[config.mk]
export PLATFORM = sky130hd
export DESIGN_NAME = color_space_matrix_converter
export DESIGN_NICKNAME = d
export VERILOG_FILES = /design/src/hdl/cscm_pkg.sv /design/src/hdl/cscm_row.sv /design/src/hdl/color_space_matrix_converter.sv
export SDC_FILE = /design/constraint.sdc
export NUM_CORES = 2
export LEC_CHECK = 0
export BUFFER_PORTS_ARGS = -buffer_cell sky130_fd_sc_hd__buf_2
export CORE_MARGIN = 2
export CORE_UTILIZATION = 50
export DETAILED_ROUTE_END_ITERATION = 7
export GPL_TIMING_DRIVEN = 0
export PLACE_DENSITY = 0.64
export SYNTH_ARGS = -nofsm -noshare
export SYNTH_HDL_FRONTEND = slang
export SYNTH_SLANG_ARGS = --single-unit
[constraint.sdc]
create_clock -name clk -period 5.9 [get_ports clk]
set_input_delay 0.295 -clock clk [delete_from_list [all_inputs] [get_ports clk]]
set_output_delay 0.295 -clock clk [all_outputs]
set_load 0.02 [all_outputs]
[src/hdl/cscm_pkg.sv]
// ----------------------------------------------------------------------------
// cscm_pkg
// Shared widths, mode codes and the channel types for the colour space
// matrix converter.
// ----------------------------------------------------------------------------
package cscm_pkg;

	// channel widths
	localparam int CH_W = 8;
	localparam int X_W  = CH_W + 1;
	localparam int MODE_W = 2;

	// conversion modes
	localparam logic [MODE_W-1:0] MODE_PASS   = 2'd0;
	localparam logic [MODE_W-1:0] MODE_YCBCR  = 2'd1;
	localparam logic [MODE_W-1:0] MODE_RGB    = 2'd2;
	localparam logic [MODE_W-1:0] MODE_YPBPR  = 2'd3;

	// channel after its input offset
	typedef logic signed [X_W-1:0] chan_x_t;

	// unsigned 8-bit channel
	typedef logic [CH_W-1:0] chan_t;

endpackage

[src/hdl/cscm_row.sv]
// ----------------------------------------------------------------------------
// cscm_row
// One output row of the matrix: three products, sum with offset and
// rounding half, then saturation to 0..255 with a clip flag.
// ----------------------------------------------------------------------------
module cscm_row #(
	parameter int COEF_FRAC_BITS = 14
) (
	input  logic                              clk,
	input  logic signed [COEF_FRAC_BITS+2:0]  coef_0,
	input  logic signed [COEF_FRAC_BITS+2:0]  coef_1,
	input  logic signed [COEF_FRAC_BITS+2:0]  coef_2,
	input  cscm_pkg::chan_x_t                 x_0,
	input  cscm_pkg::chan_x_t                 x_1,
	input  cscm_pkg::chan_x_t                 x_2,
	input  cscm_pkg::chan_t                   post_off,
	output cscm_pkg::chan_t                   res,
	output logic                              clip
);
	import cscm_pkg::*;

	localparam int CW = COEF_FRAC_BITS + 3;
	localparam int PW = CW + X_W;
	localparam int AW = COEF_FRAC_BITS + 14;
	localparam int VW = AW - COEF_FRAC_BITS;

	logic signed [PW-1:0] prod0_s2, prod1_s2, prod2_s2;
	chan_t                post_s2;
	logic signed [AW-1:0] acc_s3;
	logic signed [AW-1:0] acc_d;
	logic signed [VW-1:0] val;
	chan_t                res_s4;
	logic                 clip_s4;

	// products
	always_ff @(posedge clk) begin
		prod0_s2 <= PW'(coef_0 * x_0);
		prod1_s2 <= PW'(coef_1 * x_1);
		prod2_s2 <= PW'(coef_2 * x_2);
		post_s2  <= post_off;
	end

	// sum with output offset and rounding half
	always_comb begin
		acc_d = AW'(prod0_s2) + AW'(prod1_s2) + AW'(prod2_s2)
			+ (AW'($signed({1'b0, post_s2})) <<< COEF_FRAC_BITS)
			+ (AW'(1) <<< (COEF_FRAC_BITS - 1));
	end

	always_ff @(posedge clk) begin
		acc_s3 <= acc_d;
	end

	// floor shift and saturation
	assign val = VW'(acc_s3 >>> COEF_FRAC_BITS);

	always_ff @(posedge clk) begin
		if (acc_s3 < 0) begin
			res_s4  <= '0;
			clip_s4 <= 1'b1;
		end else if (val > VW'(255)) begin
			res_s4  <= '1;
			clip_s4 <= 1'b1;
		end else begin
			res_s4  <= val[CH_W-1:0];
			clip_s4 <= 1'b0;
		end
	end

	assign res  = res_s4;
	assign clip = clip_s4;

endmodule

[src/hdl/color_space_matrix_converter.sv]
// ----------------------------------------------------------------------------
// color_space_matrix_converter
// Pixel colour space conversion by a fixed-point 3x3 matrix, four modes.
// ----------------------------------------------------------------------------
// Usage:
//   A pixel request is taken on chan_a/b/c at a rising edge with start high
//   and busy low. busy is always low: a new pixel may enter every cycle.
//   Each result appears on res_a/b/c and clipped for exactly one cycle,
//   marked by done; throughput is one pixel per clock. The receiver cannot
//   stall the block.
//   Stages: coefficient and input offset select, products, sum with
//   rounding, saturation into the output register. The multiply stage
//   (one 9-bit by COEF_FRAC_BITS+3 product per term) sets the stage depth.
//   Write the mode register through mode_we/mode_wdata only while no pixel
//   is in flight; the block does not enforce it. Each pixel carries its mode
//   down the pipeline. Reset clears the mode to pass-through and empties
//   the pipeline; pixels in flight are lost, no results are repeated.
// ----------------------------------------------------------------------------
module color_space_matrix_converter #(
	parameter int COEF_FRAC_BITS = 14
) (
	input  logic                          clk,
	input  logic                          arst_n,
	input  logic                          mode_we,
	input  logic [cscm_pkg::MODE_W-1:0]   mode_wdata,
	input  logic                          start,
	output logic                          busy,
	input  cscm_pkg::chan_t               chan_a,
	input  cscm_pkg::chan_t               chan_b,
	input  cscm_pkg::chan_t               chan_c,
	output logic                          done,
	output cscm_pkg::chan_t               res_a,
	output cscm_pkg::chan_t               res_b,
	output cscm_pkg::chan_t               res_c,
	output logic                          clipped
);
	import cscm_pkg::*;

	localparam int F  = COEF_FRAC_BITS;
	localparam int CW = COEF_FRAC_BITS + 3;

	// coefficient magnitudes, rounded half away from zero
	localparam longint K_ONE = longint'(1) << F;
	localparam longint K1_00 = ((longint'(65481)  << F) + 127500) / 255000;
	localparam longint K1_01 = ((longint'(128553) << F) + 127500) / 255000;
	localparam longint K1_02 = ((longint'(24966)  << F) + 127500) / 255000;
	localparam longint K1_10 = ((longint'(37797)  << F) + 127500) / 255000;
	localparam longint K1_11 = ((longint'(74203)  << F) + 127500) / 255000;
	localparam longint K1_12 = ((longint'(112000) << F) + 127500) / 255000;
	localparam longint K1_21 = ((longint'(93786)  << F) + 127500) / 255000;
	localparam longint K1_22 = ((longint'(18214)  << F) + 127500) / 255000;
	localparam longint K2_Y  = ((longint'(255)    << F) + 109) / 219;
	localparam longint K2_02 = ((longint'(178755) << F) + 56000) / 112000;
	localparam longint K2_11 = ((longint'(25756020) << F) + 32872000) / 65744000;
	localparam longint K2_12 = ((longint'(53447745) << F) + 32872000) / 65744000;
	localparam longint K2_21 = ((longint'(225930) << F) + 56000) / 112000;
	localparam longint K3_00 = ((longint'(299000) << F) + 500000) / 1000000;
	localparam longint K3_01 = ((longint'(587000) << F) + 500000) / 1000000;
	localparam longint K3_02 = ((longint'(114000) << F) + 500000) / 1000000;
	localparam longint K3_10 = ((longint'(168736) << F) + 500000) / 1000000;
	localparam longint K3_11 = ((longint'(331264) << F) + 500000) / 1000000;
	localparam longint K3_12 = ((longint'(500000) << F) + 500000) / 1000000;
	localparam longint K3_21 = ((longint'(418688) << F) + 500000) / 1000000;
	localparam longint K3_22 = ((longint'(81312)  << F) + 500000) / 1000000;

	typedef logic signed [CW-1:0] coef_t;

	logic [MODE_W-1:0] mode_q;
	coef_t             coef_d [3][3];
	coef_t             coef_s1 [3][3];
	chan_t             post_d [3];
	chan_t             post_s1 [3];
	chan_x_t           x_d [3];
	chan_x_t           x_s1 [3];
	logic              valid_s1, valid_s2, valid_s3, valid_s4;
	logic              clip_a, clip_b, clip_c;
	logic              take;

	assign busy = 1'b0;
	assign take = start && !busy;

	// mode register
	always_ff @(posedge clk or negedge arst_n) begin
		if (!arst_n) begin
			mode_q <= MODE_PASS;
		end else if (mode_we) begin
			mode_q <= mode_wdata;
		end
	end

	// coefficient, input and output offset select
	always_comb begin
		for (int r = 0; r < 3; r++) begin
			for (int c = 0; c < 3; c++) begin
				coef_d[r][c] = '0;
			end
			post_d[r] = '0;
		end
		x_d[0] = chan_x_t'({1'b0, chan_a});
		x_d[1] = chan_x_t'({1'b0, chan_b});
		x_d[2] = chan_x_t'({1'b0, chan_c});
		case (mode_q)
			MODE_PASS: begin
				coef_d[0][0] = CW'(K_ONE);
				coef_d[1][1] = CW'(K_ONE);
				coef_d[2][2] = CW'(K_ONE);
			end
			MODE_YCBCR: begin
				coef_d[0][0] = CW'(K1_00);
				coef_d[0][1] = CW'(K1_01);
				coef_d[0][2] = CW'(K1_02);
				coef_d[1][0] = CW'(-K1_10);
				coef_d[1][1] = CW'(-K1_11);
				coef_d[1][2] = CW'(K1_12);
				coef_d[2][0] = CW'(K1_12);
				coef_d[2][1] = CW'(-K1_21);
				coef_d[2][2] = CW'(-K1_22);
				post_d[0] = 8'd16;
				post_d[1] = 8'd128;
				post_d[2] = 8'd128;
			end
			MODE_RGB: begin
				coef_d[0][0] = CW'(K2_Y);
				coef_d[0][2] = CW'(K2_02);
				coef_d[1][0] = CW'(K2_Y);
				coef_d[1][1] = CW'(-K2_11);
				coef_d[1][2] = CW'(-K2_12);
				coef_d[2][0] = CW'(K2_Y);
				coef_d[2][1] = CW'(K2_21);
				x_d[0] = chan_x_t'({1'b0, chan_a}) - chan_x_t'(16);
				x_d[1] = chan_x_t'({1'b0, chan_b}) - chan_x_t'(128);
				x_d[2] = chan_x_t'({1'b0, chan_c}) - chan_x_t'(128);
			end
			MODE_YPBPR: begin
				coef_d[0][0] = CW'(K3_00);
				coef_d[0][1] = CW'(K3_01);
				coef_d[0][2] = CW'(K3_02);
				coef_d[1][0] = CW'(-K3_10);
				coef_d[1][1] = CW'(-K3_11);
				coef_d[1][2] = CW'(K3_12);
				coef_d[2][0] = CW'(K3_12);
				coef_d[2][1] = CW'(-K3_21);
				coef_d[2][2] = CW'(-K3_22);
				post_d[1] = 8'd128;
				post_d[2] = 8'd128;
			end
			default: begin
				coef_d[0][0] = '0;
			end
		endcase
	end

	// stage 1 payload
	always_ff @(posedge clk) begin
		coef_s1 <= coef_d;
		post_s1 <= post_d;
		x_s1    <= x_d;
	end

	// valid bits alongside the data
	always_ff @(posedge clk or negedge arst_n) begin
		if (!arst_n) begin
			valid_s1 <= 1'b0;
			valid_s2 <= 1'b0;
			valid_s3 <= 1'b0;
			valid_s4 <= 1'b0;
		end else begin
			valid_s1 <= take;
			valid_s2 <= valid_s1;
			valid_s3 <= valid_s2;
			valid_s4 <= valid_s3;
		end
	end

	// one row per output channel
	cscm_row #(.COEF_FRAC_BITS(COEF_FRAC_BITS)) u_row_a (
		.clk      (clk),
		.coef_0   (coef_s1[0][0]),
		.coef_1   (coef_s1[0][1]),
		.coef_2   (coef_s1[0][2]),
		.x_0      (x_s1[0]),
		.x_1      (x_s1[1]),
		.x_2      (x_s1[2]),
		.post_off (post_s1[0]),
		.res      (res_a),
		.clip     (clip_a)
	);

	cscm_row #(.COEF_FRAC_BITS(COEF_FRAC_BITS)) u_row_b (
		.clk      (clk),
		.coef_0   (coef_s1[1][0]),
		.coef_1   (coef_s1[1][1]),
		.coef_2   (coef_s1[1][2]),
		.x_0      (x_s1[0]),
		.x_1      (x_s1[1]),
		.x_2      (x_s1[2]),
		.post_off (post_s1[1]),
		.res      (res_b),
		.clip     (clip_b)
	);

	cscm_row #(.COEF_FRAC_BITS(COEF_FRAC_BITS)) u_row_c (
		.clk      (clk),
		.coef_0   (coef_s1[2][0]),
		.coef_1   (coef_s1[2][1]),
		.coef_2   (coef_s1[2][2]),
		.x_0      (x_s1[0]),
		.x_1      (x_s1[1]),
		.x_2      (x_s1[2]),
		.post_off (post_s1[2]),
		.res      (res_c),
		.clip     (clip_c)
	);

	// result strobe and combined clip flag
	assign done    = valid_s4;
	assign clipped = clip_a | clip_b | clip_c;

endmodule
==> impl_metrics.yaml <==
layout:
  final_core_util_pct: 56.2
  nFillCells: 7939
  area_delta_synth_final_pct: 11.8
  final_cells: 5839
  final_nets: 6232
  fin_area_um2: 50400
  layout-drive-gt1-share_pct: 9.67
outcome:
  status: "finished with violations"
  violations: "negative setup slack"
timing:
  fin_crit_ns: 5.93
  setup_ws_ns: -0.0284
  skew_ns: 0.0403
  finalSetupViolations: 1
  tightest_slew_ns: 0.977
  slew_headroom_pct: 34.9
  hold_violations: 0
  slew_viol_final: 0
  fmax_ghz: 0.169
  timing.hold.ws_ns: 0.298
  fin_crit_sh_pct: 100
  rsz0062_at_grt: "yes"
  fin_tns_setup_ns: -0.0284
clock_network:
  clockRootBuffer: "clkbuf_16"
  cts_tree: "built"
  htreeDepth: 2
  cts_sinks: 347
  clkLatencyLatePin_ns: 0.64
  cts_buffer_depth: 3
  path_clk_slew_ns: 0.06
  cts_buffers: 43
worst_hold_path:
  worstHoldPathType: "input pin to flop"
  holdPathStages: 2
worst_setup_path:
  crit_path_max_fanout: 6
  r2r_cells: 19
  startpoint_type: "flop"
  end_kind: "flop"
  path_class: "flop to flop"
  cp.required_ns: 6.44
  crit_arrival_ns: 6.47
logic_synthesis:
  ys_types: 69
  synth_edf_count: 0
  async_reset_ff_share_pct: 1.73
  ys_top_cells_by_area: "fa_1, ha_1, dfxtp_1"
  postSynthCellCount: 4417
  synth_top_area_share_pct: 31.0
  ys_seq_area_share_pct: 15.5
  synth_area_um2: 45100
  synthTopCellsByCount: "ha_1, inv_1, fa_1"
  synth.avg_cell_area_um2: 10.2
  synth_seq_cells: 347
  synth_most_common_cell: "ha_1"
  synth_largest_area_cell: "fa_1"
  synth-main-ff-cell: "dfxtp_1"
  yosysWarnings: 0
route:
  first_pass_iters: 5
  ant_nets: 0
  drtIter0Drc: 1839
  avgRoutedWirePerCell_um: 20.5
  via_count: 31000
  drc: 0
  vias_per_cell: 5.31
  wirelength_mm: 119
pwr:
  leakagePower_nw: 27.2
  p_total_mw: 26.4
  ir_worst_vdd_uv: 406
  power_density_nw_per_um2: 524
grt:
  grt_max_degree: 17
  grt_use_total_pct: 26.7
  grt_pass1_wl_mm: 188
  antenna_found_initial: 5
  grt_pass1_vias: 33000
  grt.overflow.total: 0
floorplanning:
  start_util_pct: 50.2
  die_y_um: 304
  ios: 57
  die_w_um: 304
  coreArea_um2: 89700
  dieArea_um2: 92600
  rows: 110
placement:
  place_congestion: 0.974
  post-place-ws_ns: -2.16
  dp.cells: 5654
  hpwl_mm: 101
  dpl_cell_area_um2: 46900
  io_buffers: 55
job:
  maxCapViolCount: 0
## flip-flops by register name, indices dropped and copies added (netlist names), 2 cells and up
register / flops
u_row_c.acc_s3: 14
coef_s1: 15
u_row_c.prod0_s2: 25
u_row_b.acc_s3: 14
u_row_a.prod0_s2: 26
u_row_a.acc_s3: 14
u_row_a.res: 8
u_row_b.prod0_s2: 26
u_row_c.prod1_s2: 25
mode_q: 2
u_row_c.prod2_s2: 25
u_row_b.res: 8
u_row_a.prod2_s2: 25
u_row_b.prod2_s2: 24
x_s1: 27
u_row_b.prod1_s2: 26
u_row_a.prod1_s2: 24
post_s1: 2
u_row_c.res: 8
## per-layer routing
| metal | wire (µm) | global-route usage, % | vias to the layer above | share of wire [%] |
|---|---|---|---|---|
| li1 | - | - | 14600 | - |
| met1 | 52400 | 35.8 | 15400 | 44 |
| met2 | 55400 | 43.9 | 785 | 46 |
| met3 | 6870 | 4.05 | 244 | 5.8 |
| met4 | 4810 | 9.35 | 0 | 4.0 |
| met5 | 0 | 0 | - | 0 |
## cell type report
type | instances | area [µm²] | share of cell area (%)
flip-flops and latches | 347 | 7030 | 14.0
diodes | 8 | 20.0 | 0.0397
inverters | 849 | 3260 | 6.47
clock buffers | 53 | 1170 | 2.33
repair buffers | 164 | 1200 | 2.38
clock inverters | 25 | 333 | 0.661
well taps | 1176 | 1470 | 2.92
plain buffers | 64 | 572 | 1.13
multi-input cells | 3153 | 35300 | 70.1
## power by group
part           switching (mW)  internal (mW)  total, mW
Combinational            10.6           8.70       19.3
Clock                    1.18           1.66       2.84
Sequential              0.686           3.55       4.24
Total                    12.5           13.9       26.4
## worst max-delay path, cell delays in order (launching register included)
cell,delay (ns)
dfxtp_4,0.41
clkbuf_16,0.19
clkbuf_16,0.16
nand2_2,0.08
fa_2,0.63
clkinvlp_4,0.13
fa_1,0.53
ha_4,0.21
fa_1,0.51
fa_1,0.49
fa_2,0.39
a21o_1,0.18
a21oi_2,0.15
nor2b_1,0.06
o21a_1,0.18
o41a_1,0.37
a41o_1,0.22
or4_4,0.43
a2111o_1,0.39
o211ai_2,0.11
## cells in the final DEF, fill, tap and decap left out, drive strengths merged, types with 7 or more instances in the layout
| cell | count |
|---|---|
| ha | 882 |
| inv | 835 |
| fa | 698 |
| dfxtp | 341 |
| nor2 | 216 |
| xnor2 | 214 |
| nand2 | 188 |
| a21oi | 153 |
| buf | 145 |
| and2 | 129 |
| clkbuf | 101 |
| xor2 | 84 |
| o21ai | 74 |
| a21o | 61 |
| o21bai | 51 |
| nor3 | 47 |
| nand3 | 42 |
| dlygate4sd3 | 35 |
| nor2b | 33 |
| o21a | 32 |
| nand2b | 32 |
| clkinvlp | 25 |
| a31oi | 23 |
| and3 | 18 |
| or2 | 15 |
| a211oi | 15 |
| nand4 | 13 |
| or3 | 13 |
| o211ai | 12 |
| a31o | 10 |
| clkinv | 9 |
| diode | 8 |
| conb | 8 |
| a2111oi | 8 |
| o31ai | 7 |
| o41ai | 7 |
## path summary, 6_finish.rpt
kind	from	end	slack (ns)
min in group asynchronous	arst_n	valid_s1	0.61
hold reg to reg	post_s1[20]	u_row_a.post_s2[4]	0.32
hold / removal	chan_b[3]	x_s1[12]	0.30
setup reg to reg	coef_s1[147]	u_row_b.prod2_s2[25]	-0.03
max in group asynchronous	arst_n	mode_q[1]	5.05
setup / recovery	coef_s1[147]	u_row_b.prod2_s2[25]	-0.03
## timing repair
action,CTS,global route
pin swaps,8,19
hold endpoints to repair,36,0
setup buffers,39,35
setup endpoints to repair,138,37
hold buffers,35,0
resized for setup,184,139
## kinds of logic (layout without fill, tap and decap cells)
family | Yosys count | after routing | share of synthesized area [%]
xor gates and xnor gates | 298 | 298 | 5.79
other | 2 | 16 | 0.0167
and+or+nand+nor | 762 | 762 | 8.15
adders and majority gates | 1584 | 1584 | 55.6
DFF | 347 | 347 | 15.5
AOI/OAI and AO/OA | 499 | 499 | 7.26
buffers and inverters | 923 | 1155 | 7.69
muxes | 2 | 2 | 0.0444
(Power assumes the default switching activity.)
